`src/rtl/wss_pkg.sv`:
```
// Shared types, codes and helper functions of the water sampling sequencer.
`default_nettype none

package wss_pkg;

    // Event codes carried on the op field.
    localparam logic [2:0] OpTick   = 3'd0;
    localparam logic [2:0] OpStart  = 3'd1;
    localparam logic [2:0] OpNear   = 3'd2;
    localparam logic [2:0] OpStatus = 3'd3;
    localparam logic [2:0] OpAbort  = 3'd4;

    // Configuration register indexes.
    localparam logic [1:0] CfgMaxBottles = 2'd0;
    localparam logic [1:0] CfgTimeout    = 2'd1;

    localparam logic [7:0] MaxBottlesReset = 8'd12;
    localparam logic [7:0] TimeoutReset    = 8'd10;

    // Resends allowed before the sequencer gives up.
    localparam logic [2:0] MaxTries = 3'd5;

    // Command codes.
    localparam logic [1:0] CmdNone   = 2'd0;
    localparam logic [1:0] CmdClean  = 2'd1;
    localparam logic [1:0] CmdSample = 2'd2;

    // Bottle log codes.
    localparam logic [1:0] LogNone   = 2'd0;
    localparam logic [1:0] LogOk     = 2'd1;
    localparam logic [1:0] LogFailed = 2'd2;

    // Sample type codes.
    localparam logic [1:0] TypeNone = 2'd0;
    localparam logic [1:0] TypeDisc = 2'd1;
    localparam logic [1:0] TypePump = 2'd2;

    // Firmware report codes.
    localparam logic [3:0] FwCleanDisc    = 4'd2;
    localparam logic [3:0] FwCleanPump    = 4'd3;
    localparam logic [3:0] FwCleanDone    = 4'd8;
    localparam logic [3:0] FwSampleDone   = 4'd1;
    localparam logic [3:0] FwSampleFailed = 4'd2;
    localparam logic [3:0] FwSampleDisc   = 4'd5;
    localparam logic [3:0] FwSamplePump   = 4'd6;

    // Phase codes as seen on the phase output.
    localparam logic [3:0] PhCodeStop        = 4'd0;
    localparam logic [3:0] PhCodeMoving      = 4'd1;
    localparam logic [3:0] PhCodeClean       = 4'd2;
    localparam logic [3:0] PhCodeCleaning    = 4'd3;
    localparam logic [3:0] PhCodeCleanDone   = 4'd4;
    localparam logic [3:0] PhCodeSample      = 4'd5;
    localparam logic [3:0] PhCodeSampling    = 4'd6;
    localparam logic [3:0] PhCodeSampleDone  = 4'd7;
    localparam logic [3:0] PhCodeSampleFail  = 4'd8;
    localparam logic [3:0] PhCodeManeuverEnd = 4'd9;
    localparam logic [3:0] PhCodeFull        = 4'd10;

    // Sequencer phase, one-hot.
    typedef enum logic [10:0] {
        PH_STOP         = 11'b000_0000_0001,
        PH_MOVING       = 11'b000_0000_0010,
        PH_CLEAN        = 11'b000_0000_0100,
        PH_CLEANING     = 11'b000_0000_1000,
        PH_CLEAN_DONE   = 11'b000_0001_0000,
        PH_SAMPLE       = 11'b000_0010_0000,
        PH_SAMPLING     = 11'b000_0100_0000,
        PH_SAMPLE_DONE  = 11'b000_1000_0000,
        PH_SAMPLE_FAIL  = 11'b001_0000_0000,
        PH_MANEUVER_END = 11'b010_0000_0000,
        PH_FULL         = 11'b100_0000_0000
    } phase_t;

    function automatic logic [3:0] phase_code(input phase_t p);
        logic [3:0] c;
        begin
            case (p)
                PH_STOP:         c = PhCodeStop;
                PH_MOVING:       c = PhCodeMoving;
                PH_CLEAN:        c = PhCodeClean;
                PH_CLEANING:     c = PhCodeCleaning;
                PH_CLEAN_DONE:   c = PhCodeCleanDone;
                PH_SAMPLE:       c = PhCodeSample;
                PH_SAMPLING:     c = PhCodeSampling;
                PH_SAMPLE_DONE:  c = PhCodeSampleDone;
                PH_SAMPLE_FAIL:  c = PhCodeSampleFail;
                PH_MANEUVER_END: c = PhCodeManeuverEnd;
                PH_FULL:         c = PhCodeFull;
                default:         c = PhCodeStop;
            endcase
            return c;
        end
    endfunction

    function automatic logic [7:0] sat_inc(input logic [7:0] v);
        begin
            return (v == 8'hFF) ? 8'hFF : v + 8'd1;
        end
    endfunction

endpackage

`default_nettype wire

```
`src/rtl/water_sampling_sequencer_unit.sv`:
```
// Top level of the water sampling sequencer: event register, phase logic, result register.
`default_nettype none

// Channel  | Direction | Handshake           | Beat contents
// ---------+-----------+---------------------+---------------------------------------------
// in       | inbound   | in_valid/in_ready   | op, bottles_to_sample, sample_type,
//          |           |                     | fw_clean_state, fw_sample_state
// out      | outbound  | out_valid/out_ready | command, sample_argument, log_kind,
//          |           |                     | bottle_number, maneuver_done, phase
// cfg      | inbound   | cfg_valid/cfg_ready | cfg_index, cfg_data
//
// Every event beat produces exactly one result beat. The phase logic settles
// each beat from the event register into the result register, so one beat can be
// taken every cycle unless the output stalls. The sequencer state is updated in
// the same cycle the result is loaded, which keeps back-to-back events
// consistent. Reset (rst_n low) clears the valid flags and sequencer state and
// puts the configuration registers at their defaults. When the result register
// is held by out_ready low, the event register holds too and in_ready drops only
// once both are full. Configuration writes are always taken.

module water_sampling_sequencer_unit (
    input  wire logic       clk,
    input  wire logic       rst_n,

    input  wire logic       in_valid,
    output logic            in_ready,
    input  wire logic [2:0] op,
    input  wire logic [3:0] bottles_to_sample,
    input  wire logic [1:0] sample_type,
    input  wire logic [3:0] fw_clean_state,
    input  wire logic [3:0] fw_sample_state,

    output logic            out_valid,
    input  wire logic       out_ready,
    output logic [1:0]      command,
    output logic            sample_argument,
    output logic [1:0]      log_kind,
    output logic [7:0]      bottle_number,
    output logic            maneuver_done,
    output logic [3:0]      phase,

    input  wire logic       cfg_valid,
    output logic            cfg_ready,
    input  wire logic [1:0] cfg_index,
    input  wire logic [7:0] cfg_data
);

    // Configuration registers.
    logic [7:0] max_bottles_reg;
    logic [7:0] timeout_reg;

    // Event register.
    logic       ev_valid_reg;
    logic [2:0] ev_op_reg;
    logic [3:0] ev_bottles_reg;
    logic [1:0] ev_type_reg;
    logic [3:0] ev_clean_reg;
    logic [3:0] ev_sample_reg;

    // Sequencer state.
    wss_pkg::phase_t phase_reg, phase_next;
    logic [2:0] tries_reg, tries_next;
    logic [7:0] wait_reg, wait_next;
    logic [7:0] spot_reg, spot_next;
    logic [7:0] total_reg, total_next;
    logic [3:0] target_reg, target_next;
    logic [1:0] type_reg, type_next;
    logic       start_pend_reg, start_pend_next;
    logic       near_pend_reg, near_pend_next;
    logic       full_reg, full_next;
    logic       abort_reg, abort_next;
    logic [3:0] clean_rep_reg, clean_rep_next;
    logic [3:0] sample_rep_reg, sample_rep_next;

    // Result register.
    logic       out_valid_reg;
    logic [1:0] cmd_reg, cmd_next;
    logic       arg_reg, arg_next;
    logic [1:0] log_reg, log_next;
    logic [7:0] bottle_reg, bottle_next;
    logic       done_reg, done_next;
    logic [3:0] phase_out_reg, phase_out_next;

    logic advance;
    logic fire;

    // The result register is free when empty or being drained this cycle.
    assign advance   = !out_valid_reg || out_ready;
    assign fire      = ev_valid_reg && advance;
    assign in_ready  = !ev_valid_reg || advance;
    assign cfg_ready = 1'b1;

    always_ff @(posedge clk or negedge rst_n)
    begin
        if (!rst_n)
        begin
            max_bottles_reg <= wss_pkg::MaxBottlesReset;
            timeout_reg     <= wss_pkg::TimeoutReset;
        end
        else if (cfg_valid)
        begin
            case (cfg_index)
                wss_pkg::CfgMaxBottles: max_bottles_reg <= cfg_data;
                wss_pkg::CfgTimeout:    timeout_reg     <= cfg_data;
                default:                ;
            endcase
        end
    end

    // Event register: loads on every accepted beat.
    always_ff @(posedge clk or negedge rst_n)
    begin
        if (!rst_n)
        begin
            ev_valid_reg <= 1'b0;
        end
        else if (in_ready)
        begin
            ev_valid_reg <= in_valid;
        end
    end

    always_ff @(posedge clk)
    begin
        if (in_valid && in_ready)
        begin
            ev_op_reg      <= op;
            ev_bottles_reg <= bottles_to_sample;
            ev_type_reg    <= sample_type;
            ev_clean_reg   <= fw_clean_state;
            ev_sample_reg  <= fw_sample_state;
        end
    end

    // Phase logic: apply the event, then evaluate the phase once.
    always_comb
    begin
        logic is_clean;
        logic answered;
        logic overdue;

        phase_next      = phase_reg;
        tries_next      = tries_reg;
        wait_next       = wait_reg;
        spot_next       = spot_reg;
        total_next      = total_reg;
        target_next     = target_reg;
        type_next       = type_reg;
        start_pend_next = start_pend_reg;
        near_pend_next  = near_pend_reg;
        full_next       = full_reg;
        abort_next      = abort_reg;
        clean_rep_next  = clean_rep_reg;
        sample_rep_next = sample_rep_reg;
        cmd_next        = wss_pkg::CmdNone;
        log_next        = wss_pkg::LogNone;
        done_next       = 1'b0;

        case (ev_op_reg)
            wss_pkg::OpTick:
            begin
                wait_next = wss_pkg::sat_inc(wait_reg);
            end
            wss_pkg::OpStart:
            begin
                target_next = ev_bottles_reg;
                type_next   = ev_type_reg;
                if (phase_reg == wss_pkg::PH_STOP)
                    start_pend_next = 1'b1;
            end
            wss_pkg::OpNear:
            begin
                near_pend_next = 1'b1;
            end
            wss_pkg::OpStatus:
            begin
                clean_rep_next  = ev_clean_reg;
                sample_rep_next = ev_sample_reg;
            end
            wss_pkg::OpAbort:
            begin
                if (phase_reg != wss_pkg::PH_STOP && !abort_reg)
                begin
                    abort_next = 1'b1;
                    phase_next = wss_pkg::PH_STOP;
                end
            end
            default: ;
        endcase

        // A command is overdue once the tick count reaches the timeout.
        overdue  = (wait_next >= timeout_reg);
        is_clean = (phase_next == wss_pkg::PH_CLEAN);
        answered = is_clean
            ? (clean_rep_next == wss_pkg::FwCleanDisc || clean_rep_next == wss_pkg::FwCleanPump)
            : (sample_rep_next == wss_pkg::FwSampleDisc
               || sample_rep_next == wss_pkg::FwSamplePump);

        case (phase_next)
            wss_pkg::PH_STOP:
            begin
                if (start_pend_next)
                begin
                    phase_next      = wss_pkg::PH_MOVING;
                    start_pend_next = 1'b0;
                    abort_next      = 1'b0;
                    spot_next       = 8'd0;
                end
            end
            wss_pkg::PH_MOVING:
            begin
                if (near_pend_next)
                begin
                    if (target_next != 4'd0
                        && (type_next == wss_pkg::TypeDisc || type_next == wss_pkg::TypePump)
                        && !full_next)
                    begin
                        cmd_next   = wss_pkg::CmdClean;
                        wait_next  = 8'd0;
                        phase_next = wss_pkg::PH_CLEAN;
                    end
                    else
                    begin
                        phase_next = wss_pkg::PH_MANEUVER_END;
                    end
                    near_pend_next = 1'b0;
                end
            end
            wss_pkg::PH_CLEAN, wss_pkg::PH_SAMPLE:
            begin
                if (answered)
                begin
                    phase_next = is_clean ? wss_pkg::PH_CLEANING : wss_pkg::PH_SAMPLING;
                    tries_next = 3'd0;
                end
                else if (overdue)
                begin
                    if (tries_next < wss_pkg::MaxTries)
                    begin
                        cmd_next   = is_clean ? wss_pkg::CmdClean : wss_pkg::CmdSample;
                        tries_next = tries_next + 3'd1;
                        wait_next  = 8'd0;
                    end
                    else
                    begin
                        // Out of resends: give up silently.
                        tries_next = 3'd0;
                        phase_next = wss_pkg::PH_STOP;
                    end
                end
            end
            wss_pkg::PH_CLEANING:
            begin
                if (clean_rep_next == wss_pkg::FwCleanDone)
                    phase_next = wss_pkg::PH_CLEAN_DONE;
            end
            wss_pkg::PH_CLEAN_DONE:
            begin
                cmd_next   = wss_pkg::CmdSample;
                wait_next  = 8'd0;
                phase_next = wss_pkg::PH_SAMPLE;
            end
            wss_pkg::PH_SAMPLING:
            begin
                if (sample_rep_next == wss_pkg::FwSampleDone)
                begin
                    phase_next = wss_pkg::PH_SAMPLE_DONE;
                    spot_next  = wss_pkg::sat_inc(spot_next);
                    total_next = wss_pkg::sat_inc(total_next);
                end
                else if (sample_rep_next == wss_pkg::FwSampleFailed)
                begin
                    phase_next = wss_pkg::PH_SAMPLE_FAIL;
                    total_next = wss_pkg::sat_inc(total_next);
                end
            end
            wss_pkg::PH_SAMPLE_DONE:
            begin
                log_next = wss_pkg::LogOk;
                // Being full wins over asking for another bottle.
                if (total_next >= max_bottles_reg)
                    phase_next = wss_pkg::PH_FULL;
                else if (spot_next < {4'd0, target_next})
                    phase_next = wss_pkg::PH_SAMPLE;
                else
                    phase_next = wss_pkg::PH_MANEUVER_END;
            end
            wss_pkg::PH_SAMPLE_FAIL:
            begin
                log_next   = wss_pkg::LogFailed;
                phase_next = (total_next >= max_bottles_reg) ? wss_pkg::PH_FULL
                                                             : wss_pkg::PH_SAMPLE;
            end
            wss_pkg::PH_MANEUVER_END:
            begin
                start_pend_next = 1'b0;
                done_next       = 1'b1;
                phase_next      = wss_pkg::PH_STOP;
            end
            wss_pkg::PH_FULL:
            begin
                done_next  = 1'b1;
                phase_next = wss_pkg::PH_STOP;
                full_next  = 1'b1;
            end
            default:
            begin
                phase_next = wss_pkg::PH_STOP;
            end
        endcase

        arg_next       = (cmd_next == wss_pkg::CmdSample) && (type_next == wss_pkg::TypePump);
        bottle_next    = (log_next != wss_pkg::LogNone) ? total_next : 8'd0;
        phase_out_next = wss_pkg::phase_code(phase_next);
    end

    always_ff @(posedge clk or negedge rst_n)
    begin
        if (!rst_n)
        begin
            phase_reg      <= wss_pkg::PH_STOP;
            tries_reg      <= 3'd0;
            wait_reg       <= 8'd0;
            spot_reg       <= 8'd0;
            total_reg      <= 8'd0;
            target_reg     <= 4'd0;
            type_reg       <= wss_pkg::TypeNone;
            start_pend_reg <= 1'b0;
            near_pend_reg  <= 1'b0;
            full_reg       <= 1'b0;
            abort_reg      <= 1'b0;
            clean_rep_reg  <= 4'd0;
            sample_rep_reg <= 4'd0;
        end
        else if (fire)
        begin
            phase_reg      <= phase_next;
            tries_reg      <= tries_next;
            wait_reg       <= wait_next;
            spot_reg       <= spot_next;
            total_reg      <= total_next;
            target_reg     <= target_next;
            type_reg       <= type_next;
            start_pend_reg <= start_pend_next;
            near_pend_reg  <= near_pend_next;
            full_reg       <= full_next;
            abort_reg      <= abort_next;
            clean_rep_reg  <= clean_rep_next;
            sample_rep_reg <= sample_rep_next;
        end
    end

    // Result register.
    always_ff @(posedge clk or negedge rst_n)
    begin
        if (!rst_n)
        begin
            out_valid_reg <= 1'b0;
        end
        else if (advance)
        begin
            out_valid_reg <= ev_valid_reg;
        end
    end

    always_ff @(posedge clk)
    begin
        if (fire)
        begin
            cmd_reg       <= cmd_next;
            arg_reg       <= arg_next;
            log_reg       <= log_next;
            bottle_reg    <= bottle_next;
            done_reg      <= done_next;
            phase_out_reg <= phase_out_next;
        end
    end

    assign out_valid       = out_valid_reg;
    assign command         = cmd_reg;
    assign sample_argument = arg_reg;
    assign log_kind        = log_reg;
    assign bottle_number   = bottle_reg;
    assign maneuver_done   = done_reg;
    assign phase           = phase_out_reg;

endmodule

`default_nettype wire

```
`config.mk`:
```
export PLATFORM = sky130hd
export DESIGN_NAME = water_sampling_sequencer_unit
export DESIGN_NICKNAME = d
export VERILOG_FILES = /design/src/rtl/wss_pkg.sv /design/src/rtl/water_sampling_sequencer_unit.sv
export SDC_FILE = /design/constraint.sdc
export NUM_CORES = 1
export LEC_CHECK = 0
export BUFFER_PORTS_ARGS = -buffer_cell sky130_fd_sc_hd__buf_4
export CAP_MARGIN = 20
export CORE_MARGIN = 4
export CORE_UTILIZATION = 52
export DETAILED_ROUTE_END_ITERATION = 12
export HOLD_SLACK_MARGIN = 0.06
export PLACE_DENSITY = 0.74
export SYNTH_ARGS = -nofsm -noshare
export SYNTH_HDL_FRONTEND = slang
export SYNTH_SLANG_ARGS = --single-unit
```
`constraint.sdc`:
```
create_clock -name clk -period 3.3 [get_ports clk]
set_clock_uncertainty 0.2 [all_clocks]
set_input_delay 0.495 -clock clk [delete_from_list [all_inputs] [get_ports clk]]
set_output_delay 0.495 -clock clk [all_outputs]
set_load 0.05 [all_outputs]
```
==> reports/qor.tcl, run 1 <==
set qor(result_of_the_run) {complete, but fails checks}
set qor(failed_checks) {negative setup slack}
set qor(worstSetupEndpointType) {register}
set qor(grt_pass1_wl_um) 23330
set qor(detail_route.wl_per_cell_um) 17.66
set qor(final_cell_count_no_fill) 813
set qor(cts.clk_slew.worst_paths_ns) 0.07
set qor(core_footprint_um2) 11030
set qor(yosys.cell_types.count) 80
set qor(tritoncts.num_buffers) 9
set qor(synth_fp_nets) 638
set qor(total_congestion_overflow) 0
set qor(synth_seq_cells) 109
set qor(vias_per_cell) 6.016
set qor(regToRegEndpoint) {phase[0]}
set qor(areaGrowthSynthToFinish_pct) 20.82
set qor(timing.critical_path.slowest_cell_delay_ns) 0.43
set qor(die_area_um2) 13280
set qor(critical-path-slowest-cell) {sky130_fd_sc_hd__edfxtp_1}
set qor(post_cts_hold_buffer_count) 0
set qor(post_synth_inst_count) 582
set qor(route.final.wire_length_um) 14360
set qor(floorplan.die.width_um) 115.2
set qor(drc) 0
set qor(pwr-share-clk_pct) 28.9
set qor(dr.first_iter.drc_count) 439
set qor(detail_route.first_pass.iterations) 6
set qor(cp.buffers_inverters) 2
set qor(reg2reg_depth) 14
set qor(final_max_slew_viol_count) 0
set qor(cp_cell_sequence) {nor3_4 -> and3_4 -> nand4_1 -> buf_4 -> buf_6 -> nand2_2 -> ha_2 -> a21o_1 -> a21oi_1 -> a21boi_2 -> a211o_1 -> a21oi_2 -> nor2_2 -> or3_1}
set qor(synth.cell_area_um2) 5981
set qor(number_of_nets_in_the_final_layout) 724
set qor(detailed_place.area_um2) 6681
set qor(reg2reg_from) {ev_op_reg[2]}
set qor(detailed_place_hpwl_um) 10240
set qor(synth_async_sr_flop_share_pct) 67.89
set qor(largest_register_ffs) 15
set qor(floorplan.rows) 38
set qor(synth_enable_flop_cells) 35
set qor(antenna_violating_nets_post_route) 0
set qor(number_of_global_route_vias_before_repair) 4855
set qor(io_pins) 53
set qor(syn_avg_cell_area_um2) 10.28
set qor(unrepaired_setup_endpoints_after_global_routing) {yes}
set qor(worst_ep_arrival_time_ns) 3.22
set qor(reg2reg_slack_ns) -0.008
set qor(ys.flop_type) {sky130_fd_sc_hd__dfrtp_1}
set qor(dr_total_vias) 4891
set qor(critical_path.top_delay_family) {simple AND/OR/NAND/NOR gates}
set qor(criticalPathCategory) {register to register}
set qor(power_switching_mw) 1.237
set qor(crit_startpoint) {ev_op_reg[2]}
set qor(initial_utilization_pct) 54.22
set qor(gp_routability_congestion) 0.9787
set qor(fp.dieH_um) 115.2
set qor(clock_insertion_delay_worst_skew_ns) 0.36
set qor(grt_antenna_before_repair) 0
set qor(slew_at_the_pin_with_the_worst_max_slew_slack_ns) 0.9778
set qor(clock-sinks) 109
set qor(share_comb_of_total_power_pct) 28.0
set qor(swShare_pct) 31.31
set qor(crit_path_start_kind) {register}
set qor(ir_worst_vdd_v) 0.0005054
set qor(drive_gt1_share_pct) 27.93
set qor(cts-root-to-sink-buffers) 2
set qor(seq_area_frac_synth_pct) 48.64
set qor(root_buffer) {sky130_fd_sc_hd__clkbuf_16}
set qor(antenna_cells) 0
set qor(place.detailed.instances) 786
set qor(worst_slack_ns) -0.007565
set qor(final_hold_viol_count) 0
set qor(cap_violations) 0
set qor(numPortBuffers) 51
set qor(tritoncts_clock_tree) {done}
set qor(timing.final.setup_violations) 2
set qor(relSlewSlack_pct) 34.81
set qor(p_per_area_nw_per_um2) 546.7
set qor(power_mw) 3.951
set qor(h_tree_lvl_count) 3
set qor(internal_power_mw) 2.714
set qor(timing.hold.worst.class) {input pin to asynchronous set/reset pin}
set qor(leakage_nw) 3.142
set qor(finalCritPeriodShare_pct) 100.2
set qor(power_frac_seq_pct) 43.1
set qor(worst-endpoint-required_ns) 3.21
set qor(critical_path.max_fanout) 4
set qor(grt_use_total_pct) 22.40
set qor(place_ws_ns) -0.1512
set qor(grt_max_degree) 75
set qor(max_freq_mhz) 302.3
set qor(period_minus_slack_ns) 3.308
set qor(yosysWarnings) 0
set qor(final_cell_area_um2) 7226
timing repair:
action,4_1_cts,5_1_grt
endpoints found under the setup margin,19,26
pin swaps,2,20
buffers inserted,6,5
resized for setup,3,32
cloned,0,0
routing by layer:
| layer | up-vias | track usage (%) | part of all wire [%] |
|---|---|---|---|
| met5 | - | 0 | 0 |
| met4 | 0 | 6.182 | 1.6 |
| met3 | 28 | 5.474 | 5.0 |
| met2 | 151 | 39.27 | 52 |
| met1 | 2375 | 27.58 | 42 |
| li1 | 2337 | - | - |
synthesized netlist by cell type, drive strengths merged, types with 6 or more instances:
cell,count,share of area (%)
nor4,11,1.4
clkbuf,8,0.50
or3,6,0.71
and3,17,1.8
nor2b,7,0.73
mux2,20,3.8
buf,13,1.6
dfrtp,69,29
nor3b,6,0.84
nor2,27,1.7
nand4,7,0.73
a21oi,46,3.8
nor3,14,1.2
inv,24,1.5
mux2i,9,1.5
a31oi,12,1.3
o21ai,41,3.5
nand2,72,4.6
edfxtp,35,18
nand3,13,1.3
a21o,6,0.75
nand2b,12,1.3
ha,24,5.0
worst reg2reg max path, stage by stage (launching register included):
cell	delay, ns
sky130_fd_sc_hd__edfxtp_1	0.43
sky130_fd_sc_hd__nor3_4	0.28
sky130_fd_sc_hd__and3_4	0.24
sky130_fd_sc_hd__nand4_1	0.12
sky130_fd_sc_hd__buf_4	0.19
sky130_fd_sc_hd__buf_6	0.12
sky130_fd_sc_hd__nand2_2	0.07
sky130_fd_sc_hd__ha_2	0.16
sky130_fd_sc_hd__a21o_1	0.14
sky130_fd_sc_hd__a21oi_1	0.07
sky130_fd_sc_hd__a21boi_2	0.15
sky130_fd_sc_hd__a211o_1	0.33
sky130_fd_sc_hd__a21oi_2	0.16
sky130_fd_sc_hd__nor2_2	0.07
sky130_fd_sc_hd__or3_1	0.34
kinds of logic after synthesis:
kind of cell    share of synthesized area [%]
mux                                     5.272
buf+inv                                 3.640
fa+ha+maj                               5.021
simple gates                            20.73
compound gates                          15.90
xor+xnor                               0.7324
flops                                   48.64
other cells                           0.06270
worst max path at each step:
stage	to	slack [ns]	depth (start not counted)
final	phase[0]	-0.008	14
after global routing	phase[2]	-0.18	14
after CTS	phase[1]	0.001	13
after detailed placement	phase[2]	-0.15	12
after global placement	phase[2]	-0.04	12
after floorplan	phase[0]	0.0008	13
per-stage QoR:
stage	hold WS, ns	setup TNS, ns	utilization [%]
2_1_floorplan	-0.0005910	0	-
3_3_place_gp	0.2583	-0.08405	60.57
3_5_place_dp	0.2701	-1.355	60.57
4_1_cts	0.09759	0	63.93
5_1_grt	0.09748	-0.9468	65.51
6_report	0.08714	-0.008661	65.51
layout by cell type, fill, tap and decap left out, types with 3 or more instances in the layout:
cell                        Yosys  layout
sky130_fd_sc_hd__a211o_1        3       3
sky130_fd_sc_hd__a21o_1         6       6
sky130_fd_sc_hd__a21oi_1       46      44
sky130_fd_sc_hd__a311oi_1       5       5
sky130_fd_sc_hd__a31oi_1       12      12
sky130_fd_sc_hd__a41oi_1        3       3
sky130_fd_sc_hd__and2_1         4       4
sky130_fd_sc_hd__and3_1        15      12
sky130_fd_sc_hd__and3_4         0       3
sky130_fd_sc_hd__buf_4          4      94
sky130_fd_sc_hd__clkbuf_16      0       9
sky130_fd_sc_hd__clkinv_2       0       3
sky130_fd_sc_hd__dfrtp_1       69      69
sky130_fd_sc_hd__dfstp_2        5       5
sky130_fd_sc_hd__edfxtp_1      35      35
sky130_fd_sc_hd__ha_1          24      21
sky130_fd_sc_hd__inv_1         24      24
sky130_fd_sc_hd__mux2_2        20      20
sky130_fd_sc_hd__mux2i_1        9       8
sky130_fd_sc_hd__nand2_1       71      70
sky130_fd_sc_hd__nand2b_1      12      12
sky130_fd_sc_hd__nand3_1       12      11
sky130_fd_sc_hd__nand3b_1       5       5
sky130_fd_sc_hd__nand4_1        7       7
sky130_fd_sc_hd__nor2_1        27      26
sky130_fd_sc_hd__nor2b_1        7       7
sky130_fd_sc_hd__nor3_1        14      11
sky130_fd_sc_hd__nor3b_1        5       5
sky130_fd_sc_hd__nor4_1         9       8
sky130_fd_sc_hd__nor4_2         2       3
sky130_fd_sc_hd__o21ai_0       39      35
sky130_fd_sc_hd__o21ai_2        1       4
sky130_fd_sc_hd__or3_1          5       4
sky130_fd_sc_hd__xnor2_1        3       3
power groups by stage:
stage | Combinational (mW) | Clock (mW) | Sequential (mW)
6_report | 1.11 | 1.14 | 1.70
5_1_grt | 1.22 | 1.22 | 1.72
3_5_place_dp | 1.04 | 0 | 1.72
4_1_cts | 1.06 | 1.17 | 1.70
2_1_floorplan | 0.652 | 0 | 1.75
3_3_place_gp | 1.01 | 0 | 1.71
area by class of cell:
cell class | instances | area [µm²]
clock buffers | 9 | 225.2
clock inverters | 7 | 87.58
fillers | 863 | 3805
inverters | 25 | 93.84
multi-input cells | 427 | 3007
flip-flops and latches | 109 | 2909
well taps | 140 | 175.2
repair buffers | 96 | 728.2
Power figures use the tool's default switching activity.
==> inputs of run 2 (changes only) <==
--- a/config.mk
+++ b/config.mk
@@ -8,10 +8,11 @@
 export BUFFER_PORTS_ARGS = -buffer_cell sky130_fd_sc_hd__buf_4
 export CAP_MARGIN = 20
 export CORE_MARGIN = 4
-export CORE_UTILIZATION = 52
+export CORE_UTILIZATION = 45
 export DETAILED_ROUTE_END_ITERATION = 12
 export HOLD_SLACK_MARGIN = 0.06
-export PLACE_DENSITY = 0.74
+export PLACE_DENSITY = 0.65
+export SETUP_SLACK_MARGIN = 0.15
 export SYNTH_ARGS = -nofsm -noshare
 export SYNTH_HDL_FRONTEND = slang
 export SYNTH_SLANG_ARGS = --single-unit
==> run 2 against run 1 <==
The flow still finishes with violations (negative setup slack). Clock power hardly changed. Sequential cell count stayed put. Combinational power is 14% higher.
==> reports/qor.tcl, run 2 (synthesis gave the netlist of run 1 again) <==
set qor(failed_checks) {negative setup slack}
set qor(antenna_cells) 0
set qor(root_buffer) {sky130_fd_sc_hd__clkbuf_16}
set qor(total_congestion_overflow) 0
set qor(areaGrowthSynthToFinish_pct) 24.92
set qor(layout.cells.most_common) {sky130_fd_sc_hd__buf_4}
set qor(cap_violations) 0
set qor(max_freq_mhz) 299.6
set qor(number_of_nets_in_the_final_layout) 734
set qor(ir_worst_vdd_v) 0.0003967
set qor(worst_ep_arrival_time_ns) 3.25
set qor(core_footprint_um2) 12820
set qor(worst-endpoint-required_ns) 3.21
set qor(most-common-layout-cells) {sky130_fd_sc_hd__buf_4 (101), sky130_fd_sc_hd__dfrtp_1 (69), sky130_fd_sc_hd__nand2_1 (68)}
set qor(cts.clk_slew.worst_paths_ns) 0.07
set qor(antenna_violating_nets_post_route) 0
set qor(die_area_um2) 15200
set qor(result_of_the_run) {complete, but fails checks}
set qor(drc) 0
set qor(clock-sinks) 109
set qor(post_cts_hold_buffer_count) 0
set qor(timing.critical_path.slowest_cell_delay_ns) 0.45
set qor(dr.first_iter.drc_count) 367
set qor(power_mw) 4.115
set qor(setup-tns-final_ns) -0.07670
set qor(dr_total_vias) 4875
set qor(place.detailed.instances) 816
set qor(tritoncts_clock_tree) {done}
set qor(leakage_nw) 3.215
set qor(finalCritPeriodShare_pct) 101.1
set qor(grt_max_degree) 75
set qor(unrepaired_setup_endpoints_after_global_routing) {yes}
set qor(h_tree_lvl_count) 3
set qor(cts-root-to-sink-buffers) 2
set qor(p_per_area_nw_per_um2) 550.8
set qor(worstSetupEndpointType) {register}
set qor(cp_cell_sequence) {nor3_4 -> and3_4 -> nand4_1 -> buf_4 -> o21ai_2 -> ha_4 -> nand2_2 -> o21ai_4 -> a21boi_2 -> a211o_1 -> a21oi_2 -> nor2_2 -> or3_1}
set qor(critical_path.max_fanout) 6
set qor(worst_slack_ns) -0.03732
set qor(final_max_slew_viol_count) 0
set qor(route.final.wire_length_um) 14730
set qor(grt_pass1_wl_um) 23100
set qor(detail_route.wl_per_cell_um) 17.23
set qor(grt_use_total_pct) 19.44
set qor(tritoncts.num_buffers) 9
set qor(relSlewSlack_pct) 33.41
set qor(drive_gt1_share_pct) 31.48
set qor(detail_route.first_pass.iterations) 7
set qor(crit_path_start_kind) {register}
set qor(post-route-util_pct) 58.25
set qor(critical-path-slowest-cell) {sky130_fd_sc_hd__edfxtp_1}
set qor(criticalPathCategory) {register to register}
set qor(vias_per_cell) 5.702
set qor(clock_insertion_delay_worst_skew_ns) 0.37
set qor(floorplan.rows) 41
set qor(floorplan.die.width_um) 123.3
set qor(final_cell_count_no_fill) 855
set qor(detailed_place_hpwl_um) 10250
set qor(final_hold_viol_count) 0
set qor(largest_register_ffs) 15
set qor(initial_utilization_pct) 46.63
set qor(grt_antenna_before_repair) 0
set qor(timing.hold.worst.class) {input pin to asynchronous set/reset pin}
set qor(period_minus_slack_ns) 3.337
set qor(io_pins) 53
set qor(gp_routability_congestion) 0.9064
set qor(numPortBuffers) 51
set qor(timing.final.setup_violations) 3
set qor(number_of_global_route_vias_before_repair) 4693
set qor(slew_at_the_pin_with_the_worst_max_slew_slack_ns) 0.9912
set qor(fp.dieH_um) 123.3
## run 2: cell count changes in the layout (fill, tap and decap cells not counted), moves of 2 or more
cell / before / now
sky130_fd_sc_hd__a21oi_2: 2 / 5
sky130_fd_sc_hd__nand2_1: 70 / 68
sky130_fd_sc_hd__buf_6: 2 / 5
sky130_fd_sc_hd__a21oi_1: 44 / 41
sky130_fd_sc_hd__clkinvlp_4: 0 / 3
sky130_fd_sc_hd__ha_4: 2 / 5
sky130_fd_sc_hd__buf_4: 94 / 101
sky130_fd_sc_hd__mux2i_4: 0 / 2
sky130_fd_sc_hd__ha_1: 21 / 19
sky130_fd_sc_hd__clkinv_2: 3 / 0
sky130_fd_sc_hd__mux2i_1: 8 / 5
sky130_fd_sc_hd__o21ai_0: 35 / 33
## run 2: stage by stage
| step | worst slack (ns) | hold WS [ns] | instance area [µm²] |
|---|---|---|---|
| 6_report | -0.03732 | 0.07112 | 7471 |
| 5_1_grt | -0.1450 | 0.08752 | 7471 |
| 4_1_cts | 0.04493 | 0.09086 | 7208 |
| 3_5_place_dp | -0.1473 | 0.2705 | 6721 |
| 3_3_place_gp | 0.04417 | 0.2559 | 6721 |
| 2_1_floorplan | 0.07046 | -0.0005910 | 6008 |
## run 2: per-layer routing
metal  up-vias  global-route usage (%)  wire length [µm]
met1      2388                   24.17              6389
met5         -                       0                 0
met2       124                   33.37              7419
li1       2345                       -                 -
met4         0                   5.744               189
met3        18                   4.986               732
## run 2: layout make-up
class	count	area [µm²]
Fill cell	1053	5354
Multi-Input combinational cell	427	3132
Sequential cell	109	2909
Timing Repair Buffer	106	814.5
Clock buffer	9	225.2
Tap cell	172	215.2
Inverter	25	93.84
Clock inverter	7	81.33
## run 2: repair_timing
| item | CTS | global route |
|---|---|---|
| resized for setup | 30 | 31 |
| endpoints found under the setup margin | 19 | 30 |
| setup buffers | 10 | 13 |
| pin swaps | 22 | 35 |
## run 2: where the power goes
part           internal (mW)  total [mW]  leakage, nW  switching (mW)
combinational          0.577        1.27         1.78           0.691
clock                  0.599        1.14        0.141           0.536
sequential              1.57        1.71         1.30           0.137
## run 2: critical path, delay by kind of cell (launching register included)
kind | cells | cell delay, ns
AO/OA/AOI/OAI | 5 | 0.85
AND/OR/NAND/NOR | 6 | 1.19
adder cells (fa/ha/maj) | 1 | 0.18
buffers and inverters | 1 | 0.22
flip-flops | 1 | 0.45
## run 2: final timing paths
path / from / to / slack (ns) / cells past startpoint
max reg2reg: ev_op_reg[1] / phase[0] / -0.04 / 13
max: ev_op_reg[1] / phase[0] / -0.04 / 13
min: rst_n / timeout_reg[2] / 0.07 / 1
min reg2reg: type_reg[1] / type_reg[1] / 0.29 / 2
min in group clk: fw_sample_state[1] / ev_sample_reg[1] / 0.10 / 1
max in group asynchronous: rst_n / phase_reg[5] / 2.20 / 1
==> inputs of run 3 (changes only) <==
--- a/config.mk
+++ b/config.mk
@@ -8,10 +8,10 @@
 export BUFFER_PORTS_ARGS = -buffer_cell sky130_fd_sc_hd__buf_4
 export CAP_MARGIN = 20
 export CORE_MARGIN = 4
-export CORE_UTILIZATION = 45
+export CORE_UTILIZATION = 54
 export DETAILED_ROUTE_END_ITERATION = 12
 export HOLD_SLACK_MARGIN = 0.06
-export PLACE_DENSITY = 0.65
+export PLACE_DENSITY = 0.76
 export SETUP_SLACK_MARGIN = 0.15
 export SYNTH_ARGS = -nofsm -noshare
 export SYNTH_HDL_FRONTEND = slang
==> run 3 against run 2 <==
The flow still finishes with violations (negative setup slack). Routed wire length shrank 2.8%. Critical path depth is 1 higher. Global-route usage is 2.5 points higher. Utilization increased by 9.4 points. Register-to-register slack worse by 0.15 ns. Sequential power hardly changed. Critical path type unchanged.
==> reports/qor.tcl, run 3 (synthesis gave the netlist of run 1 again) <==
set qor(max_freq_mhz) 286.4
set qor(h_tree_lvl_count) 3
set qor(unrepaired_setup_endpoints_after_global_routing) {yes}
set qor(finalHoldWorstSlack_ns) 0.05383
set qor(dr.first_iter.drc_count) 340
set qor(final.fill_count) 824
set qor(reg2reg_depth) 14
set qor(fp.dieH_um) 113.2
set qor(floorplan.die.width_um) 113.2
set qor(timing.final.setup_violations) 17
set qor(post-route-util_pct) 67.65
set qor(areaGrowthSynthToFinish_pct) 22.62
set qor(detail_route.wl_per_cell_um) 17.27
set qor(grt_max_degree) 75
set qor(cts-root-to-sink-buffers) 2
set qor(worst_ep_arrival_time_ns) 3.41
set qor(route.final.wire_length_um) 14320
set qor(leakage_nw) 3.194
set qor(dr_total_vias) 4865
set qor(tritoncts.num_buffers) 9
set qor(reg2reg_slack_ns) -0.19
set qor(number_of_global_route_vias_before_repair) 4784
set qor(grt_pass1_wl_um) 22880
set qor(endpoint) {phase[0]}
set qor(crit_startpoint) {ev_op_reg[2]}
set qor(ir_worst_vdd_v) 0.0002924
set qor(criticalPathCategory) {register to register}
set qor(finalCritPeriodShare_pct) 105.8
set qor(antenna_violating_nets_post_route) 0
set qor(core_footprint_um2) 10840
set qor(cts.clk_slew.worst_paths_ns) 0.10
set qor(drive_gt1_share_pct) 30.77
set qor(grt_use_total_pct) 21.99
set qor(gp_routability_congestion) 0.9539
set qor(numPortBuffers) 51
set qor(failed_checks) {negative setup slack}
set qor(final_hold_viol_count) 0
set qor(period_minus_slack_ns) 3.491
set qor(clock_insertion_delay_worst_skew_ns) 0.37
set qor(timing.hold.worst.class) {input pin to asynchronous set/reset pin}
set qor(worst_slack_ns) -0.1914
set qor(io_pins) 53
set qor(detail_route.first_pass.iterations) 5
set qor(detailed_place_hpwl_um) 10030
set qor(drc) 0
set qor(slew_at_the_pin_with_the_worst_max_slew_slack_ns) 0.9416
set qor(crit_path_start_kind) {register}
set qor(critical_path.max_fanout) 6
set qor(worstSetupEndpointType) {register}
set qor(layout.cells.most_common) {sky130_fd_sc_hd__buf_4}
set qor(root_buffer) {sky130_fd_sc_hd__clkbuf_8}
set qor(largest_register_ffs) 15
set qor(grt_antenna_before_repair) 0
set qor(die_area_um2) 12820
set qor(number_of_nets_in_the_final_layout) 740
set qor(antenna_cells) 0
set qor(regToRegEndpoint) {phase[0]}
set qor(most-common-layout-cells) {sky130_fd_sc_hd__buf_4 (109), sky130_fd_sc_hd__nand2_1 (69), sky130_fd_sc_hd__dfrtp_1 (69)}
set qor(final_max_slew_viol_count) 0
set qor(total_congestion_overflow) 0
set qor(reg2reg_from) {ev_op_reg[2]}
set qor(worst-endpoint-required_ns) 3.21
set qor(relSlewSlack_pct) 37.23
set qor(p_per_area_nw_per_um2) 514.6
set qor(tritoncts_clock_tree) {done}
set qor(clock-sinks) 109
set qor(vias_per_cell) 5.869
set qor(initial_utilization_pct) 55.17
set qor(cap_violations) 0
set qor(floorplan.rows) 38
set qor(result_of_the_run) {complete, but fails checks}
## run 3: changes by cell type in the layout (fill, tap and decap cells not counted), sizes merged
cell / before / now
inv: 27 / 25
clkinvlp: 3 / 1
bufinv: 1 / 2
buf: 106 / 112
clkinv: 1 / 4
## run 3: metal layers
layer  vias up  part of all wire [%]  global-route usage [%]
met5         -                     0                       0
met4         0                   1.7                   5.929
met3        17                   4.8                   3.636
met2       125                    51                   39.18
met1      2371                    43                   27.72
li1       2352                     -                       -
## run 3: critical path, cell delays in order (launching register included)
cell,delay (ns)
sky130_fd_sc_hd__edfxtp_1,0.42
sky130_fd_sc_hd__buf_6,0.14
sky130_fd_sc_hd__nor3_4,0.22
sky130_fd_sc_hd__and3_4,0.26
sky130_fd_sc_hd__nand4_1,0.21
sky130_fd_sc_hd__buf_4,0.24
sky130_fd_sc_hd__nand2_2,0.10
sky130_fd_sc_hd__ha_1,0.15
sky130_fd_sc_hd__nand2_1,0.07
sky130_fd_sc_hd__o21ai_2,0.20
sky130_fd_sc_hd__a21boi_2,0.07
sky130_fd_sc_hd__a211o_1,0.35
sky130_fd_sc_hd__a21oi_2,0.18
sky130_fd_sc_hd__nor2_2,0.06
sky130_fd_sc_hd__or3_1,0.36
## run 3: worst min-delay path by stage
| stage | start | endpoint | slack, ns |
|---|---|---|---|
| 6_report | rst_n | max_bottles_reg[5] | 0.05 |
| 5_1_grt | fw_clean_state[0] | ev_clean_reg[0] | 0.07 |
| 4_1_cts | fw_sample_state[2] | ev_sample_reg[2] | 0.08 |
| 3_5_place_dp | type_reg[1] | type_reg[1] | 0.26 |
| 3_3_place_gp | type_reg[1] | type_reg[1] | 0.26 |
| 2_1_floorplan | rst_n | abort_reg | -0.0006 |
## run 3: through the flow
stage,instances,setup WS (ns),area [µm²],TNS (ns),power [mW]
3_3_place_gp,787,0.04313,6704,0,2.718
2_1_floorplan,582,0.07046,6008,0,2.420
5_1_grt,829,-0.3346,7333,-3.672,3.975
4_1_cts,812,-0.01490,7108,-0.02728,3.679
3_5_place_dp,787,-0.09827,6704,-0.7593,2.762
6_report,829,-0.1914,7333,-1.280,3.774
## run 3: repair_timing
action	CTS	global route
gates cloned	0	0
setup buffers	9	17
pin swaps	4	15
gates resized for setup	28	16
hold buffers	0	0
setup endpoints to repair	18	39
## run 3: layout make-up
cell class / count / area [µm²] / share of cell area (%)
clock inverter: 7 / 88.84 / 1.211
timing repair buffer: 112 / 852.1 / 11.62
tap: 140 / 175.2 / 2.389
sequential: 109 / 2909 / 39.67
clock buffer: 9 / 123.9 / 1.689
multi-input combinational: 427 / 3090 / 42.14
inverter: 25 / 93.84 / 1.280
## run 3: power by group
part | total, mW | internal [mW] | leakage, nW | switching [mW]
clock | 0.869 | 0.424 | 0.105 | 0.445
combinational | 1.20 | 0.540 | 1.79 | 0.661
sequential | 1.70 | 1.57 | 1.30 | 0.131
